===== config.mk =====
export PLATFORM = sky130hd
export DESIGN_NAME = sact_update
export DESIGN_NICKNAME = d
export VERILOG_FILES = /design/src/rtl/set_assoc_cache_tag_replacement_defines.svh /design/src/rtl/sact_pkg.sv /design/src/rtl/sact_update.sv
export SDC_FILE = /design/constraint.sdc
export NUM_CORES = 1
export LEC_CHECK = 0
export ABC_AREA = 0
export ABC_CLOCK_PERIOD_IN_PS = 11850
export BUFFER_PORTS_ARGS = -buffer_cell sky130_fd_sc_hd__buf_4
export CORE_ASPECT_RATIO = 1.1
export CORE_MARGIN = 8
export CORE_UTILIZATION = 49
export DETAILED_ROUTE_END_ITERATION = 8
export GPL_TIMING_DRIVEN = 1
export PLACE_DENSITY = 0.85
export SYNTH_ARGS = -nofsm -noshare
export SYNTH_HDL_FRONTEND = slang
export SYNTH_SLANG_ARGS = --single-unit

===== constraint.sdc =====
create_clock -name vclk -period 11.85
set_clock_uncertainty 0.15 [all_clocks]
set_input_delay 1.185 -clock vclk [all_inputs]
set_output_delay 1.185 -clock vclk [all_outputs]
set_load 0.1 [all_outputs]

===== src/rtl/set_assoc_cache_tag_replacement_defines.svh =====
// ---------------------------------------------------------------------------
// set_assoc_cache_tag_replacement_defines
// Assertion macros for the cache tag block.
// ---------------------------------------------------------------------------
`ifndef SET_ASSOC_CACHE_TAG_REPLACEMENT_DEFINES_SVH
`define SET_ASSOC_CACHE_TAG_REPLACEMENT_DEFINES_SVH

// Implication checked on every clock edge outside reset
`define SACT_ASSERT_IMP(lbl, ante, cons, msg) \
    lbl: assert property (@(posedge i_clk) disable iff (!i_rst_n) (ante) |-> (cons)) \
        else $error(msg);

// Next-cycle implication checked outside reset
`define SACT_ASSERT_NXT(lbl, ante, cons, msg) \
    lbl: assert property (@(posedge i_clk) disable iff (!i_rst_n) (ante) |=> (cons)) \
        else $error(msg);

`endif


===== src/rtl/sact_pkg.sv =====
// ---------------------------------------------------------------------------
// sact_pkg
// Shared types and constants of the set-associative cache tag block.
// ---------------------------------------------------------------------------
`default_nettype none
package sact_pkg;
    localparam int ADDR_BITS = 16;
    localparam int WAYS      = 4;
    localparam int MAX_SETS  = 256;
    localparam int WAY_W     = 2;
    localparam int SET_W     = 8;
    localparam int TAG_W     = 16;
    localparam int CNT_W     = 16;
    localparam int RANK_W    = 2;
    localparam int PLRU_W    = 3;

    localparam logic [2:0] POL_LRU  = 3'd0;
    localparam logic [2:0] POL_MRU  = 3'd1;
    localparam logic [2:0] POL_FIFO = 3'd2;
    localparam logic [2:0] POL_PLRU = 3'd3;
    localparam logic [2:0] POL_LFU  = 3'd4;

    localparam logic [1:0] REG_OFFSET = 2'd0;
    localparam logic [1:0] REG_INDEX  = 2'd1;
    localparam logic [1:0] REG_POLICY = 2'd2;

    // one stored entry of a set (all ways)
    typedef struct packed {
        logic [WAYS-1:0][TAG_W-1:0]  tags;
        logic [WAYS-1:0]             valid;
        logic [WAYS-1:0][RANK_W-1:0] rank;
        logic [WAYS-1:0][CNT_W-1:0]  cnt;
        logic [WAY_W-1:0]            fifo;
        logic [PLRU_W-1:0]           plru;
    } t_set;

    // lookup result handed back to the top
    typedef struct packed {
        logic             hit;
        logic [WAY_W-1:0] way;
    } t_res;
endpackage
`default_nettype wire


===== src/rtl/sact_update.sv =====
// ---------------------------------------------------------------------------
// sact_update
// Tag compare, victim choice and policy state update for one set.
// ---------------------------------------------------------------------------
`default_nettype none
module sact_update (
    input  wire sact_pkg::t_set           i_set,
    input  wire logic [sact_pkg::TAG_W-1:0] i_tag,
    input  wire logic [2:0]               i_policy,
    output sact_pkg::t_set                o_set,
    output sact_pkg::t_res                o_res
);
    logic                          hit;
    logic                          found;
    logic [sact_pkg::WAY_W-1:0]    hway;
    logic [sact_pkg::WAY_W-1:0]    iway;
    logic [sact_pkg::WAY_W-1:0]    vict;
    logic [sact_pkg::WAY_W-1:0]    way;
    logic [sact_pkg::WAY_W-1:0]    lmax;
    logic                          lfound;
    logic                          mfound;
    logic [sact_pkg::WAY_W-1:0]    mway;
    logic [sact_pkg::WAY_W-1:0]    fway;
    logic [sact_pkg::WAY_W-1:0]    bway;
    logic [sact_pkg::RANK_W-1:0]   old;
    logic [sact_pkg::CNT_W-1:0]    c;

    // hit search, lowest way wins
    always_comb begin
        hit  = 1'b0;
        hway = '0;
        for (int w = sact_pkg::WAYS - 1; w >= 0; w--) begin
            if (i_set.valid[w] && i_set.tags[w] == i_tag) begin
                hit  = 1'b1;
                hway = w[sact_pkg::WAY_W-1:0];
            end
        end
    end

    // lowest invalid way
    always_comb begin
        found = 1'b0;
        iway  = '0;
        for (int w = sact_pkg::WAYS - 1; w >= 0; w--) begin
            if (!i_set.valid[w]) begin
                found = 1'b1;
                iway  = w[sact_pkg::WAY_W-1:0];
            end
        end
    end

    // victim candidates
    always_comb begin
        lfound = 1'b0;
        fway   = '0;
        mfound = 1'b0;
        mway   = '0;
        lmax   = '0;
        bway   = '0;
        for (int w = sact_pkg::WAYS - 1; w >= 0; w--) begin
            if (i_set.rank[w] == 2'(sact_pkg::WAYS - 1)) begin
                lfound = 1'b1;
                fway   = w[sact_pkg::WAY_W-1:0];
            end
            if (i_set.rank[w] == '0) begin
                mfound = 1'b1;
                mway   = w[sact_pkg::WAY_W-1:0];
            end
        end
        for (int w = 1; w < sact_pkg::WAYS; w++) begin
            if (i_set.rank[w] > i_set.rank[lmax]) lmax = w[sact_pkg::WAY_W-1:0];
            if (i_set.cnt[w] < i_set.cnt[bway]) bway = w[sact_pkg::WAY_W-1:0];
        end
    end

    always_comb begin
        case (i_policy)
            sact_pkg::POL_MRU:  vict = mfound ? mway : '0;
            sact_pkg::POL_FIFO: vict = i_set.fifo;
            sact_pkg::POL_PLRU: vict = i_set.plru[1] ?
                                       {1'b1, i_set.plru[0] ? 1'b1 : 1'b0} :
                                       {1'b0, i_set.plru[2]};
            sact_pkg::POL_LFU:  vict = bway;
            default:            vict = lfound ? fway : lmax;
        endcase
    end

    // touch the chosen way
    always_comb begin
        way   = hit ? hway : (found ? iway : vict);
        o_set = i_set;
        if (!hit && !found && i_policy == sact_pkg::POL_FIFO)
            o_set.fifo = i_set.fifo + 1'b1;
        old = i_set.valid[way] ? i_set.rank[way] : 2'(sact_pkg::WAYS - 1);
        for (int v = 0; v < sact_pkg::WAYS; v++) begin
            if (v[sact_pkg::WAY_W-1:0] != way && i_set.valid[v] &&
                i_set.rank[v] < old && i_set.rank[v] != 2'(sact_pkg::WAYS - 1))
                o_set.rank[v] = i_set.rank[v] + 1'b1;
        end
        o_set.rank[way] = '0;
        // tree bits: node1 -> bit1, node2 -> bit2, node3 -> bit3 (stored [0])
        o_set.plru[1] = ~way[1];
        if (way[1]) o_set.plru[0] = ~way[0];
        else        o_set.plru[2] = ~way[0];
        c = hit ? i_set.cnt[way] : '0;
        o_set.cnt[way] = (c == '1) ? c : c + 1'b1;
        o_set.tags[way]  = i_tag;
        o_set.valid[way] = 1'b1;
        o_res.hit = hit;
        o_res.way = way;
    end
endmodule
`default_nettype wire


Yosys cells after proc, flatten, opt, wreduce, memory -nomap -nowiden:

Cells that the tools add are included.

* bits in registers: 0
* logic and storage cells: 150

* $add $sub $neg: 6
* magnitude comparators: 16
* eq/ne operators: 20
* multiplexer cells: 77
* bitwise gates (word level): 5
* reduce and logical (&&, ||, !) cells: 26

Operators with widths (count)
* bitwise mux 64 bit: 2
* binary-select mux 16 bit (select 2 bit): 3
* two-way mux 16 bit: 6
* two-way mux 2 bit: 35
* equality test 16 bit: 4
* less-than comparator 16 bit: 3
* demux 16 bit (select 2 bit): 1
* two-way mux 1 bit: 23
* logical AND 1 bit: 19
* adder 16 x 1 -> 16 bit, second input constant: 1
* equality test 16 bit, second input constant: 1
* less-than comparator 2 x 3 -> 1 bit, second input constant: 5
* binary-select mux 2 bit (select 2 bit): 3
* adder 2 x 1 -> 2 bit, second input constant: 5
* AND 8 bit: 1
* equality test 2 bit, second input constant: 4
* zero test 2 bit: 4
* less-than comparator 2 bit: 4
* != test 2 bit, second input constant: 4
* inverter 8 bit: 1
* case mux 2 bit (4 select lines): 1
* equality test 3 x 2 -> 1 bit, second input constant: 2
* greater-than comparator 2 bit: 3
* demux 2 bit (select 2 bit): 1
* 11 further kinds: 14

Logic depth before layout (Yosys ltp):

Gate-level depths: netlist (run 1).

* depth in word-level cells: 22
* depth in mapped cells: 42
* gate-level depth less buffers: 34

Worst setup path after synthesis (run 1):

OpenSTA, ideal clock, no wires.

* path type: input to output
* start: input port i_set[20] (netlist name)
* end: output port o_set[40] (netlist name)
* data arrival time: 11.832 ns
* required time: 10.515 ns
* setup slack: -1.317 ns
* cell stages on the path: 40
* path buffers: 8
* path through: inv_1 -> ha_1 -> nand4_1 -> or4_1 -> o32a_1 -> nand2_1 -> clkbuf_1 -> mux2i_1 -> ha_1 -> a21oi_1 -> o21ai_0 -> a211o_1 -> nor2_1 -> a31o_1 -> buf_6 -> clkbuf_1 -> a21oi_1 -> ha_1 -> [... 4 more ...] -> or3_1 -> o31ai_4 -> nand2_2 -> inv_2 -> buf_2 -> buf_1 -> o22ai_1 -> nor2_1 -> nor2_1 -> nor2_1 -> ha_1 -> and4_1 -> clkbuf_1 -> and4_1 -> buf_4 -> buf_4 -> a21oi_1 -> o21ai_0

RTL lines
* from (decl): line sact_update.sv:7 `input wire sact_pkg::t_set i_set,`
* to (decl): line sact_update.sv:10 `output sact_pkg::t_set o_set,`

==> summary.txt, run 1 <==
Status
  – Run status: complete, no violations

STA
  – Hold Slack: 2.595 ns
  – Time the worst path needs with I/O delays and setup: around 11 ns
  – Post-route fraction of the period consumed by the critical path: 0.9595
  – Number of hold-slack violations in the final timing report: 0
  – Top achievable clock speed: about 90 MHz
  – Number of failing setup endpoints in the final timing report: 0
  – Final-report max-slew violation count: 0
  – Worst-margin pin slew: 1.023 ns
  – Slew headroom: 0.3165
  – TNS Setup: 0 ns
  – Unrepaired setup endpoints after global routing: no

Final layout
  – Flip-flop and latch count: 0
  – Layout-stage area growth over the synthesis result: 37.80%
  – Filler Cells Inserted: 1359
  – Share of post-route cells with drive strength above 1: 0.2874
  – Number of clock buffers in the layout: 0
  – Total area of sequential cells: 0 um^2
  – Ant diodes: 0
  – Final net count: ~1700

Worst hold path
  – Capture endpoint of the worst hold path: o_set[4]
  – Worst Hold Class: in -> out
  – Launch point of the worst hold path: i_set[4]
  – Count of cells along the worst hold path: 3

GRT
  – First-pass GRT wire length: roughly 55000 um
  – Pin count of the biggest net entering global routing: 50
  – Vias in the first global route: just over 10000
  – Global-route total usage across every layer: 0.3758
  – Antenna violations before repair: 0
  – Remaining global-route overflow: 0

Power
  – Leakage component of the power: 4.742 nW
  – Worst IR drop on VDD: ~0.000066 V
  – Power per cell area: just over 100 mW/mm^2

Die
  – Boundary pin count: about 310
  – Initial core utilization: 0.4960
  – Y dimension of the die: 142.1 um
  – Core area: approximately 0.014 mm^2
  – DIE AREA: roughly 0.019 mm^2
  – Die X-Extent: roughly 130 um
  – Row Count: between 40 and 50

Drt
  – Violation count after the first detailed-routing iteration: 937
  – TritonRoute pass-1 iters: 6
  – Number of DRC violations after detailed routing: 0
  – Total wire length: 37020 um
  – DR WL/cell: ~23 um
  – Count of antenna-violating nets left after detailed routing: 0
  – Routed via count divided by cell count: 6.322
  – Vias after detailed routing: ~10000

Yosys
  – Post-synthesis instance area: between 0.007 and 0.008 mm^2
  – Share of synthesized area occupied by flip-flops and latches: 0
  – Warning count from the yosys run: 0
  – Post-synth cell types: ~80
  – Total nets after synthesis: about 1400
  – Gate Count Post-Synth: around 1200
  – Avg Synthesized Cell Area: ~6.0 um^2

Setup path
  – Worst setup EP type: output pin
  – Required time of the worst setup path: around 11 ns
  – Buffers and inverters on the worst path: 6
  – Cell family with the largest share of critical-path delay: simple AND/OR/NAND/NOR gates
  – Slowest cell on the critical path: sky130_fd_sc_hd__a2111oi_2
  – Worst EP arrival: around 10 ns
  – Highest fanout seen on the critical path: 23
  – Class of the most critical setup path: in -> out
  – Library cell appearing most often on the critical path: sky130_fd_sc_hd__buf_4
  – Max incr delay on CP: around 0.84 ns
  – Startpoint types: input pin

Place
  – DP Wirelength: 30480 um
  – Placer congestion estimate: 1.055
  – Count of buffers inserted at the top-level ports: around 310

Run
  – Number of max-cap violations: 0

Clock tree
  – Number of setup buffers added after CTS: 0
## cells in the final DEF, fill, tap and decap left out, types with 5 or more instances in the layout
cell / synthesis / routed
sky130_fd_sc_hd__buf_4: 4 / 352
sky130_fd_sc_hd__nand2_1: 285 / 284
sky130_fd_sc_hd__nor2_1: 105 / 102
sky130_fd_sc_hd__a21oi_1: 69 / 67
sky130_fd_sc_hd__ha_1: 61 / 61
sky130_fd_sc_hd__nand3_1: 51 / 51
sky130_fd_sc_hd__xnor2_1: 46 / 46
sky130_fd_sc_hd__nand4_1: 44 / 44
sky130_fd_sc_hd__inv_1: 39 / 39
sky130_fd_sc_hd__o21ai_0: 38 / 34
sky130_fd_sc_hd__mux2i_1: 27 / 27
sky130_fd_sc_hd__nor3_1: 24 / 23
sky130_fd_sc_hd__xor2_1: 23 / 22
sky130_fd_sc_hd__a211oi_1: 21 / 20
sky130_fd_sc_hd__a211o_1: 17 / 17
sky130_fd_sc_hd__o21a_1: 14 / 14
sky130_fd_sc_hd__o211ai_1: 14 / 14
sky130_fd_sc_hd__nand2b_1: 12 / 12
sky130_fd_sc_hd__and3_1: 12 / 12
sky130_fd_sc_hd__and4_1: 12 / 12
sky130_fd_sc_hd__nor4_1: 12 / 11
sky130_fd_sc_hd__or2_2: 11 / 11
sky130_fd_sc_hd__a22oi_1: 11 / 11
sky130_fd_sc_hd__or3_1: 10 / 10
sky130_fd_sc_hd__or4_1: 9 / 9
sky130_fd_sc_hd__o22ai_1: 9 / 8
sky130_fd_sc_hd__o21ai_2: 0 / 8
sky130_fd_sc_hd__a21o_1: 7 / 7
sky130_fd_sc_hd__and2_1: 6 / 6
sky130_fd_sc_hd__nor2b_1: 5 / 5
sky130_fd_sc_hd__o221ai_1: 5 / 5
sky130_fd_sc_hd__a221oi_1: 5 / 5
sky130_fd_sc_hd__o31a_1: 5 / 5
sky130_fd_sc_hd__o211a_1: 5 / 5
sky130_fd_sc_hd__nand3b_1: 5 / 5
## logic make-up after synthesis
family / count (synthesis) / share of synthesized area
buffers and inverters: 123 / 0.07388
muxes: 30 / 0.04295
and+or+nand+nor: 621 / 0.4132
xor gates and xnor gates: 69 / 0.08537
adders and majority gates: 61 / 0.1078
AOI/OAI and AO/OA: 277 / 0.2768
## timing repair
action | CTS | global route
gates resized for setup | 0 | 3
hold buffers | 0 | 0
setup endpoints to repair | 0 | 56
## synth_stat cells (17+ instances only)
| cell | number | area [um^2] |
|---|---|---|
| sky130_fd_sc_hd__o21ai_0 | 38 | 190.2 |
| sky130_fd_sc_hd__nand4_1 | 44 | 275.3 |
| sky130_fd_sc_hd__nor3_1 | 24 | 120.1 |
| sky130_fd_sc_hd__a211o_1 | 17 | 148.9 |
| sky130_fd_sc_hd__clkbuf_1 | 54 | 202.7 |
| sky130_fd_sc_hd__a211oi_1 | 21 | 157.7 |
| sky130_fd_sc_hd__nand3_1 | 51 | 255.2 |
| sky130_fd_sc_hd__a21oi_1 | 69 | 345.3 |
| sky130_fd_sc_hd__nor2_1 | 105 | 394.1 |
| sky130_fd_sc_hd__inv_1 | 39 | 146.4 |
| sky130_fd_sc_hd__xor2_1 | 23 | 201.4 |
| sky130_fd_sc_hd__xnor2_1 | 46 | 402.9 |
| sky130_fd_sc_hd__nand2_1 | 285 | 1070 |
| sky130_fd_sc_hd__mux2i_1 | 27 | 270.3 |
| sky130_fd_sc_hd__ha_1 | 61 | 763.2 |
## power breakdown
group	switching (W)	internal (W)
combinational	0.000762	0.000252
clock	0	0
sequential	0	0
total	0.000762	0.000252
## stage by stage
step | cell area (um^2) | setup slack, ns | power [W] | instances | utilization
detailed placement | 9742 | 0.3830 | 0.001000 | 1643 | 0.6825
floorplan | 7211 | 0.001033 | 0.0007389 | 1181 | -
finish | 9756 | 0.4798 | 0.001014 | 1643 | 0.6835
global route | 9756 | 0.05112 | 0.001056 | 1643 | 0.6835
CTS | 9742 | 0.3798 | 0.001003 | 1643 | 0.6825
global placement | 9742 | 0.5605 | 0.0009960 | 1643 | 0.6825
## layer usage
| metal | wire, um | GRT usage | share of wire | vias to the layer above |
|---|---|---|---|---|
| met3 | 3876 | 0.06409 | 0.10 | 171 |
| met2 | 17620 | 0.6731 | 0.48 | 748 |
| li1 | - | - | - | 4810 |
| met5 | 0 | 0 | 0 | - |
| met4 | 2624 | 0.2244 | 0.071 | 0 |
| met1 | 12900 | 0.4011 | 0.35 | 4658 |
## layout make-up
type | count | area [um^2] | area share
well taps | 192 | 240.2 | 0.02462
multi-input cells | 1058 | 6719 | 0.6887
inverters | 41 | 153.9 | 0.01578
repair buffers | 352 | 2643 | 0.2709
## tightest hold or removal path, cell delays in order
cell and delay (ns):
sky130_fd_sc_hd__buf_4 0.09, sky130_fd_sc_hd__xnor2_1 0.06, sky130_fd_sc_hd__buf_4 0.22
## worst max path at each step
stage	from	depth (start not counted)	end
after global routing	i_set[20]	32	o_set[56]
after detailed placement	i_set[18]	36	o_set[19]
after global placement	i_set[18]	33	o_set[65]
after floorplan	i_set[20]	39	o_set[23]
after CTS	i_set[18]	34	o_set[65]
final	i_set[18]	32	o_set[40]
(Power assumes the default switching activity.)
==> run 2: changes to the inputs <==
- PLACE_DENSITY: 0.85 -> default
- PLACE_DENSITY_LB_ADDON: default -> 0.12
- SKIP_LAST_GASP: default -> 1
==> summary.txt, run 2 (synthesis results as in run 1) <==
Power
  – Power per cell area: 103.4 mW/mm^2 (-0.50%)
  – Worst IR drop on VDD: 0.00006779 V (+3.1%)
  – Sw power: 0.0007564 W (-0.73%)
  – Leakage component of the power: 4.710 nW (-0.67%)
  – Internal power: 0.0002492 W (-1.1%)
  – Portion of total power attributed to combinational logic: 1.000 (about the same)
  – Sw Share: 0.7522 (about the same)
  – Clk pwr share: 0 (unchanged)
  – Sequential share of power: 0 (unchanged)

Drt
  – DR WL/cell: 22.33 um (-0.90%)
  – Total wire length: 36530 um (-1.3%)
  – Violation count after the first detailed-routing iteration: 981 (+4.7%)
  – Routed via count divided by cell count: 6.340 (+0.29%)
  – Count of antenna-violating nets left after detailed routing: 0 (unchanged)
  – TritonRoute pass-1 iters: 5 (-1)
  – Vias after detailed routing: 10370 (-0.13%)
  – Number of DRC violations after detailed routing: 0 (unchanged)

Final layout
  – Most frequent standard cell in the layout excluding fill and tap cells: sky130_fd_sc_hd__buf_4
  – Number of clock buffers in the layout: 0 (unchanged)
  – Ant diodes: 0 (unchanged)
  – Leading cell types in the layout, fill and taps excluded: sky130_fd_sc_hd__buf_4, sky130_fd_sc_hd__nand2_1, sky130_fd_sc_hd__nor2_1
  – Total area of sequential cells: 0 um^2 (unchanged)
  – Share of post-route cells with drive strength above 1: 0.2860 (-0.001377)
  – Layout-stage area growth over the synthesis result: 37.36%
  – Flip-flop and latch count: 0 (unchanged)
  – Final net count: 1671 (-0.42%)

GRT
  – Global-route total usage across every layer: 0.3642 (-0.01155)
  – Remaining global-route overflow: 0 (unchanged)
  – Antenna violations before repair: 0 (unchanged)
  – First-pass GRT wire length: 53800 um (-2.5%)
  – Vias in the first global route: 9659 (-4.1%)
  – Pin count of the biggest net entering global routing: 50 (unchanged)

Setup path
  – Highest fanout seen on the critical path: 21 (-8.7%)
  – Slowest cell on the critical path: sky130_fd_sc_hd__a2111oi_2
  – Startpoint types: input pin
  – Library cell appearing most often on the critical path: sky130_fd_sc_hd__buf_4
  – Max incr delay on CP: 0.75 ns (-0.09 ns)
  – Worst setup EP type: output pin
  – Class of the most critical setup path: in -> out
  – Worst EP arrival: 10.03 ns (about the same)
  – Required time of the worst setup path: 10.52 ns (about the same)

Worst hold path
  – Worst Hold Class: in -> out

STA
  – Final Worst Setup Slack: 0.4887 ns (+0.008937 ns)
  – Worst-margin pin slew: 1.196 ns (+0.1732 ns)
  – Post-route fraction of the period consumed by the critical path: 0.9588 (about the same)
  – Final-report max-slew violation count: 0 (unchanged)
  – Top achievable clock speed: 88.02 MHz (about the same)
  – Number of hold-slack violations in the final timing report: 0 (unchanged)
  – Number of failing setup endpoints in the final timing report: 0 (unchanged)
  – TNS Setup: 0 ns (unchanged)
  – Slew headroom: 0.1954 (-0.1212)
  – Unrepaired setup endpoints after global routing: no
  – Time the worst path needs with I/O delays and setup: 11.36 ns (-0.008937 ns)

Place
  – Count of buffers inserted at the top-level ports: 312 (unchanged)
  – Placer congestion estimate: 1.060 (+0.52%)
  – Worst Setup Slack post-DPL: 0.4187 ns (+0.03574 ns)
  – DP Wirelength: 29660 um (-2.7%)

Die
  – Die X-Extent: 130.6 um (unchanged)
  – Row Count: 46 (unchanged)
  – Core area: 0.01427 mm^2 (unchanged)
  – Y dimension of the die: 142.1 um (unchanged)
  – Boundary pin count: 312 (unchanged)
  – DIE AREA: 0.01855 mm^2 (unchanged)
  – Initial core utilization: 0.4960 (unchanged)

Run
  – Number of max-cap violations: 0 (unchanged)

Status
  – Run status: complete, no violations
[run 2: final cells by class]
type / instances / area [um^2]
Multi-Input combinational cell: 1058 / 6728
Fill cell: 1379 / 4549
Timing Repair Buffer: 345 / 2603
Tap cell: 192 / 240.2
Inverter: 41 / 153.9
[run 2: what timing repair did]
item                                    in CTS  in global routing
buffers inserted                             0                  2
endpoints found under the setup margin       0                 21
resized for setup                            0                  4
hold buffers                                 0                  0
[run 2: final timing paths]
check / start / end / slack, ns / cells after the start
setup / recovery: i_set[20] / o_set[30] / 0.49 / 36
hold / removal: i_set[4] / o_set[4] / 2.60 / 3
[run 2: metrics by stage]
stage | cells | hold slack (ns) | area [um^2] | power, W | utilization
2_1_floorplan | 1181 | 2.545 | 7211 | 0.0007389 | -
3_3_place_gp | 1634 | 2.595 | 9679 | 0.0009906 | 0.6781
3_5_place_dp | 1634 | 2.597 | 9679 | 0.0009938 | 0.6781
4_1_cts | 1634 | 2.597 | 9679 | 0.0009964 | 0.6781
5_1_grt | 1636 | 2.611 | 9724 | 0.001048 | 0.6813
6_report | 1636 | 2.597 | 9724 | 0.001006 | 0.6813
[run 2: layer usage]
metal,vias up,wire length (um),global-route usage,part of all wire
met1,4748,13320,0.4158,0.36
met3,147,3615,0.06109,0.099
met4,0,2177,0.1954,0.060
met2,693,17420,0.6296,0.48
li1,4785,-,-,-
met5,-,0,0,0
[run 2: critical path: cells and delay by family]
family          cells  cell delay, ns
simple gates       12            3.11
buf+inv             8            1.66
mux                 1            0.26
fa+ha+maj           3            0.85
compound gates     12            2.92
[run 2: power by group through the flow]
stage	combinational [W]	clock, W	sequential [W]
2_1_floorplan	0.000739	0	0
6_report	0.00101	0	0
5_1_grt	0.00105	0	0
3_5_place_dp	0.000994	0	0
4_1_cts	0.000996	0	0
3_3_place_gp	0.000991	0	0
==> run 3: changes to the inputs <==
--- a/config.mk
+++ b/config.mk
@@ -6,5 +6,5 @@
 export NUM_CORES = 1
 export LEC_CHECK = 0
-export ABC_AREA = 0
+export ABC_AREA = 1
 export ABC_CLOCK_PERIOD_IN_PS = 11850
 export BUFFER_PORTS_ARGS = -buffer_cell sky130_fd_sc_hd__buf_4
@@ -15,4 +15,5 @@
 export GPL_TIMING_DRIVEN = 1
 export PLACE_DENSITY_LB_ADDON = 0.12
+export REMOVE_ABC_BUFFERS = 1
 export SKIP_LAST_GASP = 1
 export SYNTH_ARGS = -nofsm -noshare
==> constraint.sdc (replaced) <==
create_clock -name vclk -period 11.85
set_clock_uncertainty 0.15 [all_clocks]
set_input_delay 1.185 -clock vclk [all_inputs]
set_output_delay 1.185 -clock vclk [all_outputs]
set_load 0.05 [all_outputs]
==> summary.txt, run 3 <==
Drt
  – Total wire length: 32550 um (-11%)
  – DR WL/cell: 17.60 um (-21%)
  – Number of DRC violations after detailed routing: 0 (unchanged)
  – Routed via count divided by cell count: 5.565 (-12%)
  – TritonRoute pass-1 iters: 7 (+2)
  – Vias after detailed routing: 10290 (-0.80%)
  – Violation count after the first detailed-routing iteration: 828 (-16%)
  – Count of antenna-violating nets left after detailed routing: 0 (unchanged)

Yosys
  – Avg Synthesized Cell Area: 4.867 um^2 (-19%)
  – Post-synthesis instance area: 0.006775 mm^2 (-4.3%)
  – Gate Count Post-Synth: 1392 (+18%)
  – Synth area leader: sky130_fd_sc_hd__nand2_1
  – Most area-consuming cells after synthesis: sky130_fd_sc_hd__nand2_1, sky130_fd_sc_hd__ha_1, sky130_fd_sc_hd__o21ai_0
  – Post-synth cell types: 49 (-40%)
  – Warning count from the yosys run: 0 (unchanged)
  – Area share of the largest cell type after synthesis: 0.3014 (+0.1503)
  – Share of synthesized area occupied by flip-flops and latches: 0 (unchanged)
  – Most frequently used cell type in the post-synthesis netlist: sky130_fd_sc_hd__nand2_1
  – List of most frequent post-synthesis cells: sky130_fd_sc_hd__nand2_1, sky130_fd_sc_hd__inv_1, sky130_fd_sc_hd__o21ai_0

Setup path
  – Library cell appearing most often on the critical path: sky130_fd_sc_hd__nand2_1
  – Startpoint types: input pin
  – Highest fanout seen on the critical path: 33 (+57%)
  – Slowest cell on the critical path: sky130_fd_sc_hd__nand2_2
  – Worst EP arrival: 9.14 ns (-0.89 ns)
  – Max incr delay on CP: 0.44 ns (-0.31 ns)
  – Class of the most critical setup path: in -> out
  – Required time of the worst setup path: 10.52 ns (about the same)
  – Worst setup EP type: output pin

Final layout
  – Share of post-route cells with drive strength above 1: 0.2191 (-0.06687)
  – Leading cell types in the layout, fill and taps excluded: sky130_fd_sc_hd__nand2_1, sky130_fd_sc_hd__buf_4, sky130_fd_sc_hd__inv_1
  – Total area of sequential cells: 0 um^2 (unchanged)
  – Post-Layout Inst Area: 0.009184 mm^2 (-5.6%)
  – Layout-stage area growth over the synthesis result: 35.55%
  – Flip-flop and latch count: 0 (unchanged)
  – Final net count: 1888 (+13%)
  – Most frequent standard cell in the layout excluding fill and tap cells: sky130_fd_sc_hd__nand2_1
  – Ant diodes: 0 (unchanged)
  – Number of clock buffers in the layout: 0 (unchanged)

GRT
  – Global-route total usage across every layer: 0.3463 (-0.01796)
  – Pin count of the biggest net entering global routing: 48 (-4.0%)
  – First-pass GRT wire length: 50460 um (-6.2%)
  – Vias in the first global route: 9954 (+3.1%)
  – Antenna violations before repair: 0 (unchanged)
  – Remaining global-route overflow: 0 (unchanged)

Place
  – Placer congestion estimate: 1.034 (-2.5%)
  – Worst Setup Slack post-DPL: 1.523 ns (+1.104 ns)
  – DP Wirelength: 26880 um (-9.4%)
  – Dpl cell area: 0.009184 mm^2 (-5.1%)
  – Count of buffers inserted at the top-level ports: 312 (unchanged)

STA
  – Final Worst Setup Slack: 1.379 ns (+0.8899 ns)
  – Number of hold-slack violations in the final timing report: 0 (unchanged)
  – Time the worst path needs with I/O delays and setup: 10.47 ns (-0.8899 ns)
  – Unrepaired setup endpoints after global routing: no
  – Final-report max-slew violation count: 0 (unchanged)
  – Slew headroom: 0.3902 (+0.1948)
  – Number of failing setup endpoints in the final timing report: 0 (unchanged)
  – TNS Setup: 0 ns (unchanged)
  – Post-route fraction of the period consumed by the critical path: 0.8837 (-0.07510)
  – Worst-margin pin slew: 0.9121 ns (-0.2838 ns)
  – Top achievable clock speed: 95.50 MHz (+8.5%)

Run
  – Number of max-cap violations: 0 (unchanged)

Power
  – Leakage component of the power: 5.294 nW (+12%)
  – Worst IR drop on VDD: 0.00006652 V (-1.9%)
  – Power per cell area: 62.20 mW/mm^2 (-40%)

Clock tree
  – Number of setup buffers added after CTS: 0 (unchanged)
  – Cts repair resizes: 0 (unchanged)
  – Total of hold buffers inserted after clock tree synthesis: 0 (unchanged)

Die
  – Boundary pin count: 312 (unchanged)
  – Row Count: 45 (-2.2%)
  – DIE AREA: 0.01785 mm^2 (-3.8%)
  – Core area: 0.01368 mm^2 (-4.1%)
  – Initial core utilization: 0.4952 (-0.0007689)
  – Die X-Extent: 128.1 um (-1.9%)
  – Y dimension of the die: 139.3 um (-1.9%)

Worst hold path
  – Worst Hold Class: in -> out

Status
  – Run status: complete, no violations
-- run 3: cell count changes in the layout (fill, tap and decap cells not counted), sizes merged, moves of 35 or more --
cell	delta
a21oi	-48
xnor2	-43
nand2	+264
o21ai	+98
inv	+141
nand3	+35
-- run 3: metal layers --
layer  GRT usage  wire (um)
met1      0.3741      11900
met5           0          0
met3     0.06916       3060
met2      0.6190      15720
met4      0.1836       1868
-- run 3: through the flow --
| stage | utilization | cells | total power, W | hold slack (ns) |
|---|---|---|---|---|
| floorplan | - | 1336 | 0.0003590 | 2.517 |
| detailed placement | 0.6712 | 1849 | 0.0005634 | 2.556 |
| global route | 0.6712 | 1849 | 0.0006141 | 2.574 |
| finish | 0.6712 | 1849 | 0.0005713 | 2.558 |
| CTS | 0.6712 | 1849 | 0.0005655 | 2.556 |
| global placement | 0.6712 | 1849 | 0.0005584 | 2.555 |
-- run 3: logic make-up after synthesis --
logic type,Yosys count,share of synthesized area
AND/OR/NAND/NOR,876,0.5592
buffers and inverters,241,0.1437
AO/OA/AOI/OAI,193,0.1573
adder cells (fa/ha/maj),61,0.1126
XOR/XNOR,21,0.02715
-- run 3: path summary, 6_finish.rpt --
check / from / end / cells after the start
worst min-delay path: i_set[4] / o_set[4] / 3
worst max-delay path: i_set[20] / o_set[61] / 42
-- run 3: final cells by class --
type / count / area, um^2
Fill cell: 1412 / 4498
Inverter: 185 / 694.4
Multi-Input combinational cell: 1151 / 5814
Tap cell: 188 / 235.2
Timing Repair Buffer: 325 / 2440
-- run 3: where the power goes --
part	internal [W]	switching, W	total, W
Combinational	0.000180	0.000391	0.000571
Sequential	0	0	0
Clock	0	0	0
Total	0.000180	0.000391	0.000571
-- run 3: critical path, delay by kind of cell --
kind                     cells  cell delay, ns
AO/OA/AOI/OAI                9            1.78
adder cells (fa/ha/maj)      4            1.15
buffers and inverters        5            0.76
AND/OR/NAND/NOR             24            4.16
